<file path="src/rtl/core/cwts_pkg.sv">
// ----------------------------------------------------------------------------
// cwts_pkg: shared types and constants of the cascaded window timing stats
// Item and result formats, table entry layouts and window limits.
// ----------------------------------------------------------------------------
`default_nettype none

package cwts_pkg;

    localparam int TOTAL_W = 48;
    localparam int CALLS_W = 32;
    localparam int PEAK_W  = 32;
    localparam int TIME_W  = 40;
    localparam int CFG_W   = 16;

    localparam logic [1:0] FN_SAMPLE = 2'd0;
    localparam logic [1:0] FN_POLL   = 2'd1;
    localparam logic [1:0] FN_READ   = 2'd2;
    localparam logic [1:0] FN_CLEAR  = 2'd3;

    localparam logic CFG_PERIOD = 1'b0;
    localparam logic CFG_LIMIT  = 1'b1;

    localparam logic [CFG_W-1:0] PERIOD_RESET = 16'd1000;
    localparam logic [CFG_W-1:0] LIMIT_RESET  = 16'd1500;

    typedef struct packed {
        logic [1:0]        func;
        logic [3:0]        script_id;
        logic [3:0]        event_id;
        logic [31:0]       sample_us;
        logic [TIME_W-1:0] now_ms;
        logic [1:0]        window_sel;
        logic              script_row;
    } t_item;

    typedef struct packed {
        logic [CALLS_W-1:0] call_count;
        logic [TOTAL_W-1:0] sum_us;
        logic [PEAK_W-1:0]  peak_us;
        logic               significant;
        logic               ticked;
    } t_result;

    typedef struct packed {
        logic [CALLS_W-1:0] calls;
        logic [TOTAL_W-1:0] total;
        logic [PEAK_W-1:0]  peak;
    } t_ev_stat;

    typedef struct packed {
        t_ev_stat acc;
        t_ev_stat prev;
    } t_ev_entry;

    typedef struct packed {
        logic [TOTAL_W-1:0] acc;
        logic [TOTAL_W-1:0] prev;
    } t_sc_entry;

    typedef struct packed {
        logic       tick;
        logic [3:0] due;
    } t_tick_info;

    function automatic logic [TOTAL_W-1:0] win_limit(input logic [1:0] w);
        logic [TOTAL_W-1:0] v;
        case (w)
            2'd0:    v = 48'd5000;
            2'd1:    v = 48'd60000;
            2'd2:    v = 48'd300000;
            default: v = 48'd3600000;
        endcase
        return v;
    endfunction

    function automatic logic [TOTAL_W-1:0] sat_total(input logic [TOTAL_W-1:0] a,
                                                     input logic [TOTAL_W-1:0] b);
        logic [TOTAL_W:0] s;
        s = {1'b0, a} + {1'b0, b};
        return s[TOTAL_W] ? {TOTAL_W{1'b1}} : s[TOTAL_W-1:0];
    endfunction

    function automatic logic [CALLS_W-1:0] sat_calls(input logic [CALLS_W-1:0] a,
                                                     input logic [CALLS_W-1:0] b);
        logic [CALLS_W:0] s;
        s = {1'b0, a} + {1'b0, b};
        return s[CALLS_W] ? {CALLS_W{1'b1}} : s[CALLS_W-1:0];
    endfunction

endpackage

`default_nettype wire

</file>
<file path="src/rtl/core/cwts_timebase.sv">
// ----------------------------------------------------------------------------
// cwts_timebase: second tick generator and window due logic
// Tracks the tick base in milliseconds and the second counter as a
// mixed-radix count of 5, 12, 5 and 12 that wraps every 3600 ticks.
// ----------------------------------------------------------------------------
`default_nettype none

module cwts_timebase (
    input  wire logic                          i_clk,
    input  wire logic                          i_rst_n,
    input  wire logic                          i_poll,
    input  wire logic [cwts_pkg::TIME_W-1:0]   i_now,
    input  wire logic [cwts_pkg::CFG_W-1:0]    i_period,
    input  wire logic [cwts_pkg::CFG_W-1:0]    i_limit,
    output cwts_pkg::t_tick_info               o_tick
);

    import cwts_pkg::*;

    logic [TIME_W-1:0] r_last;
    logic [2:0]        r_m5;
    logic [3:0]        r_m12;
    logic [2:0]        r_m5b;
    logic [3:0]        r_m12b;

    logic [TIME_W:0]   diff;
    logic [TIME_W:0]   floor_ms;
    logic [TIME_W-1:0] last_inc;
    logic [TIME_W-1:0] n_last;
    logic              tick;
    logic [3:0]        due;

    always_comb begin
        diff     = {1'b0, i_now} - {1'b0, r_last};
        tick     = !diff[TIME_W] && (diff[TIME_W-1:0] >= TIME_W'(i_period));
        last_inc = r_last + TIME_W'(i_period);
        floor_ms = {1'b0, i_now} - (TIME_W+1)'(i_limit);
        n_last   = (!floor_ms[TIME_W] && (floor_ms[TIME_W-1:0] > last_inc)) ?
                   floor_ms[TIME_W-1:0] : last_inc;
        due[0]   = (r_m5 == 3'd4);
        due[1]   = due[0] && (r_m12 == 4'd11);
        due[2]   = due[1] && (r_m5b == 3'd4);
        due[3]   = due[2] && (r_m12b == 4'd11);
        o_tick.tick = tick;
        o_tick.due  = due;
    end

    always_ff @(posedge i_clk) begin
        if (!i_rst_n) begin
            r_last <= '0;
            r_m5   <= '0;
            r_m12  <= '0;
            r_m5b  <= '0;
            r_m12b <= '0;
        end else if (i_poll && tick) begin
            r_last <= n_last;
            r_m5   <= due[0] ? 3'd0 : r_m5 + 3'd1;
            if (due[0]) begin
                r_m12 <= due[1] ? 4'd0 : r_m12 + 4'd1;
            end
            if (due[1]) begin
                r_m5b <= due[2] ? 3'd0 : r_m5b + 3'd1;
            end
            if (due[2]) begin
                r_m12b <= due[3] ? 4'd0 : r_m12b + 4'd1;
            end
        end
    end

endmodule

`default_nettype wire

</file>
<file path="config.mk">
export PLATFORM = sky130hd
export DESIGN_NAME = cwts_timebase
export DESIGN_NICKNAME = d
export VERILOG_FILES = /design/src/rtl/core/cwts_pkg.sv /design/src/rtl/core/cwts_timebase.sv
export SDC_FILE = /design/constraint.sdc
export NUM_CORES = 1
export LEC_CHECK = 0
export BUFFER_PORTS_ARGS = -buffer_cell sky130_fd_sc_hd__buf_2
export CAP_MARGIN = 20
export CELL_PAD_IN_SITES_DETAIL_PLACEMENT = 0
export CELL_PAD_IN_SITES_GLOBAL_PLACEMENT = 1
export CORE_MARGIN = 2
export CORE_UTILIZATION = 46
export DETAILED_ROUTE_END_ITERATION = 8
export GPL_TIMING_DRIVEN = 0
export PLACE_DENSITY = 0.93
export SLEW_MARGIN = 10
export SYNTH_ARGS = -nofsm -noshare
export SYNTH_HDL_FRONTEND = slang
export SYNTH_SLANG_ARGS = --single-unit
</file>
<file path="constraint.sdc">
create_clock -name i_clk -period 6.25 [get_ports i_clk]
set_input_delay 0.625 -clock i_clk [delete_from_list [all_inputs] [get_ports i_clk]]
set_output_delay 0.625 -clock i_clk [all_outputs]
set_load 0.03 [all_outputs]
</file>
# Yosys cells after proc, flatten, opt, wreduce, memory -nomap -nowiden
# Cells that the tools add are included.
totals:
  regBits: 54
  latch_bits: 0
  ram_bits: 0
  romBits: 0
  out_inout_bits: 5
  elab_cells: 34
  memories: 0
op_classes:
  n_addsub: 7
  multipliers: 0
  n_div: 0
  magnitude_cmp: 2
  n_eq_ne: 4
  n_shift: 0
  muxes: 5
  bitwise_logic: 0
  n_reduce_logical: 11
ops:
  columns: ["op", "n"]
  rows:
  - ["$sub A40 B16 Y41", 1]
  - ["$sub A40 B40 Y41", 1]
  - ["$add A40 B16 Y40", 1]
  - ["$ge A40 B16 Y1", 1]
  - ["$gt A40 B40 Y1", 1]
  - ["$mux W40", 1]
  - ["$add A4 B1 Y4 const B", 2]
  - ["$eq A4 B4 Y1 const B", 2]
  - ["$mux W4", 2]
  - ["$add A3 B1 Y3 const B", 2]
  - ["$eq A3 B3 Y1 const B", 2]
  - ["$logic_and A1 B1 Y1", 6]
  - ["$mux W3", 2]
  - ["$reduce_and A2 Y1", 3]
  - ["$logic_not A1 Y1", 2]

# Longest topological paths before layout
# Gate-level depths: netlist (run 1).
logic_depth:
  word_depth: 5
  depth_mapped: 27

# Worst setup path before layout (run 1)
# Ideal clock, no wire load.
synth_timing:
  path_type: "in2reg"
  start: "in i_now[0] (netlist bit)"
  end: "reg r_last[16]"
  setup_time_ns: 0.138
  arrival_ns: 5.439
  required_time_ns: 6.112
  path_slack_ns: 0.674
  cell_stages: 27
  n_path_buf: 4
  cell_sequence: "inv_1 ha_1 fa_1 nor2b_1 o31a_1 o2111a_1 or3_1 nand3_1 and3b_1 clkbuf_1 nand3_1 or3_1 xnor2_1 ha_1 nand4_1 nor2_1 and3_1 and3_1 and4_1 a21oi_1 o31a_1 clkbuf_1 clkbuf_1 clkbuf_1 nor2_1 nor4_1 o32ai_2"
synth_via:
  elab_chain_len: 4
  word_cells_on_any_way: 10
  cone_classes: "add/sub (2); order compare (2); mux (1); reduce/logical (5)"
synth_rtl:
  columns: ["element", "line_no", "source"]
  rows:
  - ["start, declared", "cwts_timebase.sv:12", "input wire logic [cwts_pkg::TIME_W-1:0] i_now,"]
  - ["$sub A40 B16 Y41 / $sub A40 B40 Y41 (equally long branches)", "cwts_timebase.sv:37, cwts_timebase.sv:34", null]
  - ["$gt A40 B40 Y1 (tied with other cells)", "cwts_timebase.sv:38", "n_last = (!floor_ms[TIME_W] && (floor_ms[TIME_W-1:0] > last_inc)) ?"]
  - ["$logic_and A1 B1 Y1, on equally long branches", "cwts_timebase.sv:38, cwts_timebase.sv:35", null]
  - ["$mux W40 / $logic_and A1 B1 Y1 (equally long branches)", "cwts_timebase.sv:38, cwts_timebase.sv:55", null]
  - ["end signal, assigned", "cwts_timebase.sv:56", "r_last <= n_last;"]
  - ["end, declared", "cwts_timebase.sv:20", "logic [TIME_W-1:0] r_last;"]
# Parallel ways exist; a longest one is shown, timed or not.
# A chain may end at the register's enable or synchronous reset.

# Worst setup path in the final report (run 1)
layout_timing:
  start: "reg r_last[1]"
  end: "out o_tick[4] (netlist bit)"
layout_via:
  elab_chain_len: 3
  word_cells_on_any_way: 4
  cone_classes: "add/sub (1); order compare (1); reduce/logical (2)"
layout_rtl:
  columns: ["element", "line_no", "source"]
  rows:
  - ["$sub A40 B40 Y41 *", "cwts_timebase.sv:34", "diff = {1'b0, i_now} - {1'b0, r_last};"]
  - ["$ge A40 B16 Y1 / $logic_not A1 Y1 (equally long branches)", "cwts_timebase.sv:35", "tick = !diff[TIME_W] && (diff[TIME_W-1:0] >= TIME_W'(i_period));"]
  - ["$logic_and A1 B1 Y1 *", "cwts_timebase.sv:35", null]
  - ["end, declared", "cwts_timebase.sv:15", "output cwts_pkg::t_tick_info o_tick"]
# Every way passes the cells marked *; elsewhere a longest branch is shown, timed or not.

==> results.txt, run 1 <==
DR vias/cell -> 6.20
Final setup viols -> 0
wire length per cell -> 20.1 um
Max IR drop VDD -> 0.118 mV
CTS tree -> done
FF-to-FF Start -> r_last[1]$_SDFFE_PN0N_
Lkg Pwr -> 0.00442 uW
asr flop ratio synth -> 0%
first-pass GRT wire length -> 53700 um
P&R area growth vs syn -> 10.8%
fin crit share -> 97.5%
CP Max Fanout -> 7
Num CTS Buffers -> 5
CTS root buf -> clkbuf_16
max incr delay on CP -> 0.61 ns
Clock Skews -> 0.0108 ns
most common cell in the netlist -> ha_1
Reg2Reg Depth -> 23
core area -> 21000 um2
Residual DRC -> 0
grt ovf -> 0
hold slack final -> 0.478 ns
clock sinks -> 54
Least-Margin Pin Slew -> 1.10 ns
htree depth -> 2
Worst-path clk slew -> 0.07 ns
critical path endpoint category -> output pin
largest cells by area after synthesis -> ha_1, dfxtp_1, xnor2_1
num ports -> 80
DR pass1 iterations -> 5
top post-synthesis cells by count -> ha_1, nand2_1, inv_1
met1 Use GR -> 43.3%
worst path required time -> 5.62 ns
unrepaired setup endpoints after global routing -> yes
cell taking the most area after synthesis -> ha_1
CP Class -> flip-flop to output pin
register area share after synthesis -> 11.0%
CP bufs+invs -> 4
vias in the first global route -> 9983
Max Cap Viol -> 0
Detailed Route Iter0 Violations -> 1066
largest net degree at the start of global routing -> 16
Max Slew Vio Count -> 0
Hold Crit Class -> flip-flop to flip-flop
Port Buf Inserts -> 78
reg2reg end -> r_last[14]$_SDFFE_PN0N_
final hold vios -> 0
outcome -> finished clean
yosys warns -> 0
# diodes -> 0
Max Buffers Root-to-Sink -> 2
Worst path slowest cell -> o31ai_1
global-route met2 utilization -> 49.4%
synthesized netlist net count -> 1549
Die X -> 150 um
die height -> 150 um
worst setup path endpoint -> o_tick[4]
area of the multi-input gates -> 8170 um2
fmax -> 0.164 GHz
HPWL Detailed -> 28100 um
GRT Total Usage -> 30.2%
Hold Startpoint -> r_m12[1]$_SDFFE_PN0P_
row cnt -> 53
Yosys reg bits -> 54
Worst setup SP type -> flip-flop
WP data arrival -> 5.47 ns
average cell area after synthesis -> 7.36 um2
busiest grt layer -> met2
Final nets -> 1638
overall routed net length -> 34300 um
placed cells -> 1692
top-area cell type share of the netlist area -> 17.0%
number of fill cells in the layout -> 2146
cell family with most CP delay -> compound AO/OA/AOI/OAI gates
Initial Util -> 46.8%
die area -> 22600 um2
pwr/cell area -> 186 nW/um2
Cell variety after synth -> 89
layout cell share with drive strength beyond 1 -> 14.4%
r2r setup slk -> 0.31 ns
clock latency on the worst-skew pair -> 0.31 ns
Critical Path Stages -> 21
ANT nets after route -> 0
max_slew headroom -> 25.9%
detailed-route via count -> 10600
Syn Inst Count -> 1337
Mapped Area -> 9840 um2
CP cell instances -> inv_1, ha_1, nor2b_1, o31ai_1, a21o_1, nand2b_1, xor2_1, ha_1, nand4_1, nor2_1, a211oi_1, o22ai_1, nor4_2, o221a_2, o2111ai_1, nor4_4, buf_4, a31oi_4, and3_1, buf_4, buf_2
Main synth FF type -> dfxtp_1
CP startpoint -> r_last[1]$_SDFFE_PN0N_
GPL Wtd Cong -> 0.969
Post-CTS Hold Fix Bufs -> 0
min Tclk post-route -> 6.09 ns
initial antenna violation count -> 0
fin cells -> 1702
number of flops mapped to enable cells by yosys -> 0
register area -> 1080 um2
met3 Use GR -> 3.12%
-- kinds of logic (layout without fill, tap and decap cells) --
logic type | count (synthesis) | in the layout | share of synthesized area, %
buffers and inverters | 162 | 252 | 7.21
flip-flops | 54 | 54 | 11.0
XOR/XNOR | 93 | 93 | 8.28
multiplexers | 21 | 21 | 2.15
AO/OA/AOI/OAI | 389 | 389 | 28.3
adder cells (fa/ha/maj) | 137 | 137 | 17.7
AND/OR/NAND/NOR | 481 | 481 | 25.4
-- power breakdown --
| group | switching [uW] | internal, uW |
|---|---|---|
| sequential | 27.0 | 372 |
| combinational | 820 | 509 |
| clock | 140 | 160 |
-- final cells by class --
class,count,share of cell area (%)
inverter,99,3.41
timing repair buffer,85,4.02
multi-input combinational,1121,75.0
clock inverter,1,0.0459
sequential,54,9.92
clock buffer,7,1.31
buffer,60,3.17
tap,275,3.16
-- sequential cells by signal, summed over array words and instances (netlist names) --
| signal | flops |
|---|---|
| r_last | 40 |
| r_m12 | 4 |
| r_m12b | 4 |
| r_m5 | 3 |
| r_m5b | 3 |
-- metal layers --
layer | share of wire, % | wire [um] | up-vias
met3 | 7.3 | 2510 | 44
met2 | 45 | 15300 | 394
li1 | - | - | 5132
met4 | 1.6 | 556 | 0
met5 | 0 | 0 | -
met1 | 46 | 15900 | 4980
-- cell usage in the layout, fill, tap and decap left out, types with 6 or more instances in the layout --
master    instances
clkbuf_2          6
buf_2            95
a22oi_1          10
ha_1            134
or3_1            17
o21bai_1          6
nor3_1           40
clkbuf_1         22
nor2_1           93
xor2_1           26
nor2b_1          14
xnor2_1          66
mux2i_1          20
nor4_2            8
o21ai_0          69
a21o_1           20
buf_4            15
nand2b_1         12
a21oi_1          95
o31ai_1          19
nand4_1          32
nand2_1         131
nand3_1          34
a211oi_1         14
or2_2             7
nand3b_1          6
a211o_1          12
o32ai_2           6
o21a_1           19
buf_6             7
dfxtp_1          54
o211ai_1         15
nor4_1           30
a211oi_2         14
inv_1            99
and2_1            9
and3_1           14
-- metrics by stage --
step	worst slack (ns)	setup TNS, ns	area, um2	util, %	power [uW]
5_1_grt	-0.0194	-0.0194	10900	51.8	2190
2_1_floorplan	0.674	0	9840	-	1330
4_1_cts	0.0134	0	10800	51.4	1980
6_report	0.156	0	10900	51.8	2030
3_5_place_dp	-1.16	-30.65	10600	50.3	1670
3_3_place_gp	-1.38	-40.50	10600	50.3	1650
-- worst min-delay path by stage --
| stage | to | slack (ns) | cells after the start |
|---|---|---|---|
| after global placement | r_m12[1]$_SDFFE_PN0P_ | 0.46 | 2 |
| after floorplan | r_m12[1]$_SDFFE_PN0P_ | 0.45 | 2 |
| after detailed placement | r_m12[1]$_SDFFE_PN0P_ | 0.47 | 2 |
| final | r_m12[1]$_SDFFE_PN0P_ | 0.48 | 2 |
| after CTS | r_m12[1]$_SDFFE_PN0P_ | 0.48 | 2 |
| after global routing | r_m5[1]$_SDFFE_PN0N_ | 0.52 | 2 |
-- worst min-delay path, cell delays in order, from the launching register on --
cell and delay (ns):
dfxtp_1 0.32, nand2_1 0.06, mux2i_1 0.05
-- timing repair --
item                       CTS  global route
setup buffers                5             0
setup endpoints to repair   39            41
gates resized for setup     11            39
pin swaps                    2             2
Note: power is estimated with default switching activity, not from simulation.
==> run 2: changes to the inputs <==
--- a/config.mk
+++ b/config.mk
@@ -11,8 +11,9 @@
 export CELL_PAD_IN_SITES_GLOBAL_PLACEMENT = 1
 export CORE_MARGIN = 2
-export CORE_UTILIZATION = 46
+export CORE_UTILIZATION = 47
+export CTS_BUF_LIST = sky130_fd_sc_hd__clkbuf_4
 export DETAILED_ROUTE_END_ITERATION = 8
 export GPL_TIMING_DRIVEN = 0
-export PLACE_DENSITY = 0.93
+export PLACE_DENSITY = 0.94
 export SLEW_MARGIN = 10
 export SYNTH_ARGS = -nofsm -noshare
==> constraint.sdc (replaced) <==
create_clock -name i_clk -period 6.25 [get_ports i_clk]
set_input_delay 0.625 -clock i_clk [delete_from_list [all_inputs] [get_ports i_clk]]
set_output_delay 0.625 -clock i_clk [all_outputs]
set_load 0.01 [all_outputs]
==> run 2 against run 1 <==
  * Clock skew is 0.029 ns higher
  * Clock power is 26% lower
  * Register-to-register slack worse by 0.15 ns
  * Combinational power hardly changed
  * Hold slack better by 0.0062 ns
==> results.txt, run 2 (synthesis results as in run 1) <==
reg2reg end -> r_last[35]$_SDFFE_PN0N_
WP data arrival -> 6.45 ns (+0.98 ns)
Port Buf Inserts -> 78 (unchanged)
Largest register FFs -> 40 (unchanged)
first-pass GRT wire length -> 53400 um (-0.42%)
Least-Margin Pin Slew -> 1.05 ns (-0.0516 ns)
Clock Skews -> 0.0394 ns (+0.0286 ns)
die height -> 149 um (-1.0%)
Die X -> 149 um (-1.0%)
layout cell share with drive strength beyond 1 -> 14.6% (+0.13 points)
row cnt -> 52 (-1.9%)
fin crit share -> 97.5% (about the same)
placed cells -> 1687 (-0.30%)
Num CTS Buffers -> 5 (unchanged)
r2r setup slk -> 0.16 ns (-0.15 ns)
clock sinks -> 54 (unchanged)
FF-to-FF Start -> r_last[1]$_SDFFE_PN0N_
sequential share of power -> 20.4% (+0.7 points)
Worst setup SP type -> flip-flop
commonest non-fill, non-tap cell in the layout -> ha_1
P&R area growth vs syn -> 10.3%
Hold Crit Class -> flip-flop to flip-flop
wire length per cell -> 20.0 um (-0.60%)
switching pwr -> 983 uW (-0.45%)
Reg2Reg Depth -> 21 (-8.7%)
ANT nets after route -> 0 (unchanged)
Switching Share -> 50.3% (+1.7 points)
DP Area -> 10600 um2 (about the same)
commonest non-fill, non-tap cells in the layout -> ha_1, nand2_1, inv_1
pwr/cell area -> 180 nW/um2 (-3.3%)
Logic pwr share -> 68.2% (+2.7 points)
CP Class -> flip-flop to flip-flop
Max IR drop VDD -> 0.0947 mV (-20%)
Finished Cell Area -> 10900 um2 (-0.41%)
CP startpoint -> r_last[1]$_SDFFE_PN0N_
CTS root buf -> clkbuf_4
HPWL Detailed -> 27800 um (-1.1%)
Max Buffers Root-to-Sink -> 2 (unchanged)
CTS tree -> done
Top reg by flops -> r_last
Residual DRC -> 0 (unchanged)
Detailed Route Iter0 Violations -> 1133 (+6.3%)
vias in the first global route -> 9911 (-0.72%)
top flop regs -> r_last (40), r_m12 (4), r_m12b (4)
outcome -> finished clean
Max Cap Viol -> 0 (unchanged)
GRT Total Usage -> 30.4% (+0.14 points)
Final nets -> 1639 (+0.061%)
num ports -> 80 (unchanged)
Lkg Pwr -> 0.00441 uW (-0.38%)
Initial Util -> 48.3% (+1.5 points)
Post-CTS Hold Fix Bufs -> 0 (unchanged)
worst path required time -> 6.61 ns (+0.99 ns)
DR vias/cell -> 6.31 (+1.8%)
grt ovf -> 0 (unchanged)
die area -> 22100 um2 (-2.1%)
initial antenna violation count -> 1 (+1)
max_slew headroom -> 29.4% (+3.5 points)
critical path endpoint category -> flip-flop
Worst-path clk slew -> 0.20 ns (+0.13 ns)
overall routed net length -> 34000 um (-0.72%)
core area -> 20400 um2 (-3.1%)
fmax -> 0.164 GHz (about the same)
worst setup path endpoint -> r_last[35]$_SDFFE_PN0N_
DR pass1 iterations -> 6 (+1)
clock network fraction of total power -> 11.4% (-3.4 points)
Max Slew Vio Count -> 0 (unchanged)
CP Max Fanout -> 10 (+3)
detailed-route via count -> 10700 (+1.7%)
Cell Int Power -> 970 uW (-6.9%)
GPL Wtd Cong -> 1.01 (+4.1%)
min Tclk post-route -> 6.09 ns (-0.00338 ns)
number of fill cells in the layout -> 2095 (-2.4%)
htree depth -> 2 (unchanged)
final hold vios -> 0 (unchanged)
largest net degree at the start of global routing -> 17 (+1)
fin cells -> 1700 (-0.12%)
clock latency on the worst-skew pair -> 0.43 ns (+0.12 ns)
Final setup viols -> 0 (unchanged)
==> run 2: worst min path at each step <==
stage / start / end / slack (ns) / cells after the start
4_1_cts: r_m5[2]$_SDFFE_PN0N_ / r_m5[2]$_SDFFE_PN0N_ / 0.49 / 2
2_1_floorplan: r_m12[1]$_SDFFE_PN0P_ / r_m12[1]$_SDFFE_PN0P_ / 0.45 / 2
6_report: r_m12[1]$_SDFFE_PN0P_ / r_m12[1]$_SDFFE_PN0P_ / 0.48 / 2
3_5_place_dp: r_m5b[1]$_SDFFE_PN0P_ / r_m5b[1]$_SDFFE_PN0P_ / 0.47 / 2
5_1_grt: r_m5[0]$_SDFFE_PN0N_ / r_m5[0]$_SDFFE_PN0N_ / 0.51 / 2
3_3_place_gp: r_m5b[1]$_SDFFE_PN0P_ / r_m5b[1]$_SDFFE_PN0P_ / 0.46 / 2
==> run 2: stage by stage <==
stage | power, uW | worst slack [ns] | util (%) | setup TNS, ns | hold slack, ns
after global routing | 2110 | -0.0586 | 53.3 | -0.322 | 0.505
after global placement | 1650 | -1.45 | 51.9 | -45.28 | 0.462
after detailed placement | 1670 | -0.974 | 51.9 | -26.38 | 0.472
final | 1950 | 0.159 | 53.3 | 0 | 0.484
after floorplan | 1320 | 0.674 | - | 0 | 0.447
after CTS | 1910 | 0.00289 | 52.7 | 0 | 0.493
==> run 2: what timing repair did <==
action,in CTS,in global routing
setup endpoints to repair,38,40
pin swaps,1,3
setup buffers,5,1
resized for setup,13,30
==> run 2: power groups by stage <==
stage	sequential [uW]	clock, uW	combinational, uW
after floorplan	398	0	927
after global placement	404	0	1240
after detailed placement	406	0	1260
after CTS	398	223	1280
after global routing	402	236	1470
final	398	223	1330
==> run 2: per-layer routing <==
layer  part of all wire [%]  global-route usage [%]  vias up  wire [um]
met1                     45                    43.5     5004      15100
li1                       -                       -     5160          -
met4                    3.0                    8.81        0       1030
met5                      0                       0        -          0
met2                     44                    47.8      492      14900
met3                    8.5                    3.83       70       2900
==> run 2: final cells by class <==
class	count	area (um2)	share of cell area (%)
diodes	2	5.00	0.0461
plain buffers	60	339	3.12
clock buffers	6	45.0	0.415
clock inverters	2	37.5	0.346
inverters	99	372	3.42
multi-input cells	1121	8190	75.5
flip-flops and latches	54	1080	9.96
well taps	270	338	3.11
repair buffers	86	445	4.10
==> run 2: critical path: stages (launching register included) <==
cell      delay, ns
dfxtp_1        0.42
ha_1           0.33
a211oi_1       0.09
o21ai_0        0.48
a311oi_2       0.24
o311ai_1       0.49
o311a_1        0.20
clkbuf_1       0.46
and3_1         0.28
xnor2_1        0.13
ha_1           0.26
a21oi_1        0.17
o21ai_0        0.15
a221o_1        0.36
a221o_1        0.34
nor2_1         0.22
a21oi_2        0.14
o31ai_1        0.29
buf_2          0.43
a21oi_1        0.12
a311o_1        0.37
o31ai_1        0.07
